[config.mk]
export PLATFORM = sky130hd
export DESIGN_NAME = avf_regs
export DESIGN_NICKNAME = d
export VERILOG_FILES = /design/src/rtl/avf_pkg.sv /design/src/rtl/avf_regs.sv
export SDC_FILE = /design/constraint.sdc
export NUM_CORES = 1
export LEC_CHECK = 0
export BUFFER_PORTS_ARGS = -buffer_cell sky130_fd_sc_hd__clkbuf_2
export CAP_MARGIN = 20
export CORE_MARGIN = 1.5
export CORE_UTILIZATION = 43
export CTS_CLUSTER_SIZE = 12
export DETAILED_ROUTE_END_ITERATION = 10
export GPL_TIMING_DRIVEN = 1
export PLACE_DENSITY = 0.75
export SETUP_SLACK_MARGIN = 0.4
export SLEW_MARGIN = 40
export SYNTH_ARGS = -nofsm -noshare
export SYNTH_HDL_FRONTEND = slang
export SYNTH_SLANG_ARGS = --single-unit
[constraint.sdc]
create_clock -name i_clk -period 1.1 [get_ports i_clk]
set_input_delay 0.22 -clock i_clk [delete_from_list [all_inputs] [get_ports i_clk]]
set_output_delay 0.22 -clock i_clk [all_outputs]
set_load 0.005 [all_outputs]
[src/rtl/avf_pkg.sv]
// shared types and constants for the axial voxel fetch block
package avf_pkg;

    typedef enum logic [1:0] {
        REQ_WR_MAP    = 2'd0,
        REQ_WR_WEIGHT = 2'd1,
        REQ_WR_PIXEL  = 2'd2,
        REQ_RD_VOXEL  = 2'd3
    } t_req;

    localparam logic [2:0] CFG_CUBE_WIDTH   = 3'd0;
    localparam logic [2:0] CFG_CUBE_HEIGHT  = 3'd1;
    localparam logic [2:0] CFG_EXTRA_FRAMES = 3'd2;
    localparam logic [2:0] CFG_HALF_SWEEP   = 3'd3;
    localparam logic [2:0] CFG_ANTICLOCK    = 3'd4;
    localparam logic [2:0] CFG_PROBE_BOTTOM = 3'd5;
    localparam logic [2:0] CFG_HREFLECT     = 3'd6;

    localparam int ADDR_W = 21;
    localparam int WEIGHT_ONE = 65536;

    typedef struct packed {
        logic [7:0]  cube_width;
        logic [7:0]  cube_height;
        logic [7:0]  extra_frame_count;
        logic [20:0] half_sweep_size;
        logic        anticlockwise_scan;
        logic        probe_bottom;
        logic        horizontal_reflect;
    } t_cfg;

endpackage

[src/rtl/avf_regs.sv]
// configuration register bank
module avf_regs
    import avf_pkg::*;
(
    input  logic        i_clk,
    input  logic        i_rst_n,
    input  logic        i_cfg_valid,
    output logic        o_cfg_ready,
    input  logic [2:0]  i_cfg_index,
    input  logic [20:0] i_cfg_data,
    output t_cfg        o_cfg
);
    t_cfg r_cfg;

    assign o_cfg_ready = 1'b1;
    assign o_cfg = r_cfg;

    always_ff @(posedge i_clk) begin
        if (!i_rst_n) begin
            r_cfg.cube_width         <= 8'd128;
            r_cfg.cube_height        <= 8'd128;
            r_cfg.extra_frame_count  <= 8'd0;
            r_cfg.half_sweep_size    <= '0;
            r_cfg.anticlockwise_scan <= 1'b0;
            r_cfg.probe_bottom       <= 1'b0;
            r_cfg.horizontal_reflect <= 1'b0;
        end else if (i_cfg_valid) begin
            case (i_cfg_index)
                CFG_CUBE_WIDTH:   r_cfg.cube_width <= i_cfg_data[7:0];
                CFG_CUBE_HEIGHT:  r_cfg.cube_height <= i_cfg_data[7:0];
                CFG_EXTRA_FRAMES: r_cfg.extra_frame_count <= i_cfg_data[7:0];
                CFG_HALF_SWEEP:   r_cfg.half_sweep_size <= i_cfg_data;
                CFG_ANTICLOCK:    r_cfg.anticlockwise_scan <= i_cfg_data[0];
                CFG_PROBE_BOTTOM: r_cfg.probe_bottom <= i_cfg_data[0];
                CFG_HREFLECT:     r_cfg.horizontal_reflect <= i_cfg_data[0];
                default: begin
                end
            endcase
        end
    end
endmodule
==> impl_results.md <==
- H-tree depth: 2
- Worst Clk Skew: 0 ns
- Antenna cells: 0
- Yosys top cell by area: dfxtp_1
- Pin count of the biggest net entering global routing: 44
- Crit path arrival time: 0.75 ns
- Cell Int Power: 3.13 mW
- Total clock buffers created by CTS: 5
- Number of hold buffers added after cts: 0
- Combinational share of power: 9.6%
- Detailed Routing Iterations Pass 1: 4
- Via count of the first global-routing pass: 1396
- Crit path required time: about 0.9 ns
- Crit path max-delay cell type: dfxtp_2
- Maximum buffer depth of the clock tree: 2
- Cells along the critical path: clkbuf_2
- Category of the worst setup path launch point: register
- Worst min path class: in -> reg
- Flip-flop count of the largest register, all copies and words added: 48
- Register area share after synthesis: 51.4%
- Overall die height: 68.9 µm
- Number of distinct library cells after synthesis: 14
- Crit Path Max Fanout: 2
- Number of maximum-capacitance constraint violations: 0
- Sum of net half-perimeters after detailed placement: roughly 2900 µm
- Core Area: 0.00409 mm²
- Power density over the cells: 1320 mW/mm²
- Final estimated routing congestion in global placement: 0.733
- Worst stage delay on the critical path: 0.35 ns
- Endpoint type of the worst setup path: primary output
- Master cell of the clock root buffer: clkbuf_8
- Switching fraction of total power: 19.6%
- Post-synthesis cell count: 189
- Number of antenna-violating nets in the routed design: 0
- Global-route congestion overflow total: 0
- Initial antenna violation count: 0
- Maximum VDD drop: approximately 1100 µV
- Combined global-route utilization of all metal layers: 18.1%
- Total of warnings raised by yosys: 0
- Wire length of the first global-routing pass: 6350 µm
- Post-synthesis cell area: 0.00187 mm²
- Number of buffer cells added on primary ports: 74
- Share of power burned in registers: 46.3%
- Core Util, Final: 72.0%
- Number of core rows: 23
- Filler Cells Inserted: 316
- CTS tree: done
- Leakage: 1.41 nW
- Setup repair after global routing missed its margin: yes
- Net count after synthesis: 216
- Max Fclk: between 1000 and 1500 MHz
- Post-route clock period utilization: 88.2%
- Clock group share of total power: between 40% and 50%
- Total power: 3.89 mW
- Die Footprint: approximately 0.0047 mm²
- Layout Nets: ~320
- Total number of clock tree sinks: 48
- Share of the synthesized area in the top cell type: 51.4%
- Layout cells sized above 1: 58.8%
- Top post-synthesis cells by area: dfxtp_1, mux2i_1, nand2_1
- Ports placed on the boundary: 76
- Clock transition at path regs: 0.09 ns
- Crit path time final: 0.970 ns
- Total of flip-flops plus latches after synthesis: 48
- Result of the run: complete, no violations
- Die extent in x: 68.9 µm
- Post-detailed-route wirelength per cell: 12.9 µm
- Detailed-route vias per instance: 4.71
- DR vias: 1596
- Net switching power: about 0.76 mW
- Buffers & Inverters on Critical Path: 1
- Routed Wire Length: 4370 µm
- Worst setup path category: reg -> out
- Final hold viol count: 0
- Top delay family on crit path: flip-flops
- DRT iter0 DRCs: about 50
- Remaining DRCs: 0
- Area added between synthesis and finish: 57.5%
- Average cell area after synthesis: approximately 9.9 µm²
- Setup violation total in the final timing report: 0
- Initial core utilization: between 40% and 50%
- Latest clock arrival within the worst-skew pair: 0.29 ns
- Max-slew violation total from the final report: 0
[cell usage in the layout (no fill, tap or decap)]
cell type  instances
buf_4             18
dfxtp_2           48
or4b_4             1
clkbuf_8           5
nand4b_1           2
and4b_2            1
buf_16             1
nand2_4            1
bufinv_16          3
mux2i_1           48
nand4bb_4          1
buf_6             21
buf_8              3
buf_12             5
conb_1             1
nor2b_1            2
nor2b_2            1
clkbuf_2          59
nand2_1           66
and4bb_2           2
[metal layers]
metal / global-route usage [%] / up-vias / part of all wire (%)
li1: - / 815 / -
met1: 22.1 / 738 / 43
met2: 30.6 / 38 / 51
met3: 4.71 / 5 / 4.8
met4: 6.62 / 0 / 1.3
met5: 0 / - / 0
[power groups by stage]
stage          combinational [mW]  clock, mW  sequential, mW
2_1_floorplan               0.159          0            1.84
3_3_place_gp                0.286          0            1.84
3_5_place_dp                0.292          0            1.84
5_1_grt                     0.408       1.82            1.81
4_1_cts                     0.334       1.73            1.80
6_report                    0.375       1.71            1.80
[synthesized netlist by cell type]
| master | number |
|---|---|
| and4b_2 | 1 |
| and4bb_2 | 2 |
| buf_2 | 2 |
| buf_4 | 3 |
| buf_6 | 1 |
| clkbuf_1 | 9 |
| conb_1 | 1 |
| dfxtp_1 | 48 |
| mux2i_1 | 48 |
| nand2_1 | 67 |
| nand4b_1 | 2 |
| nand4bb_1 | 1 |
| nor2b_1 | 3 |
| or4b_1 | 1 |
[worst register-to-register path, delay by kind of cell, from the launching register on]
kind / cells / cell delay [ns]
AND/OR/NAND/NOR: 1 / 0.06
flip-flops: 1 / 0.33
buffers and inverters: 2 / 0.24
multiplexers: 1 / 0.08
[cell type report]
cell class | count | area (µm²) | share of cell area, %
multi-input combinational | 126 | 860 | 29.2
clock buffer | 5 | 68.8 | 2.34
tap | 50 | 62.6 | 2.13
sequential | 48 | 1020 | 34.7
clock inverter | 3 | 90.1 | 3.06
timing repair buffer | 107 | 840 | 28.5
[timing repair]
item,CTS,global route
pin swaps,2,3
resized for setup,57,33
setup buffers,11,10
setup endpoints to repair,93,96
cloned,1,0
[worst paths after layout]
kind         slack (ns)  cells past startpoint                      to                   start
max                0.13                      1               o_cfg[25]  o_cfg[25]$_SDFFE_PN0P_
min                0.13                      3  o_cfg[15]$_SDFFE_PN0P_          i_cfg_data[12]
max reg2reg        0.27                      4  o_cfg[36]$_SDFFE_PN0P_  o_cfg[36]$_SDFFE_PN0P_
min reg2reg        0.46                      2  o_cfg[18]$_SDFFE_PN0P_  o_cfg[18]$_SDFFE_PN0P_
[logic make-up after synthesis]
logic type	synth area share (%)
simple gates	18.5
mux	25.7
flops	51.4
buf+inv	4.15
other cells	0.201
[metrics by stage]
stage | hold WS [ns] | cells | setup WS [ns] | TNS [ns] | area (µm²)
6_report | 0.134 | 339 | 0.130 | 0 | 2940
5_1_grt | 0.133 | 339 | 0.101 | 0 | 2940
4_1_cts | 0.130 | 329 | 0.120 | 0 | 2750
3_5_place_dp | 0.446 | 309 | -0.130 | -3.12 | 2370
3_3_place_gp | 0.442 | 309 | -0.119 | -2.31 | 2370
2_1_floorplan | 0.362 | 189 | -0.0134 | -0.105 | 1940
(Power assumes the default switching activity.)
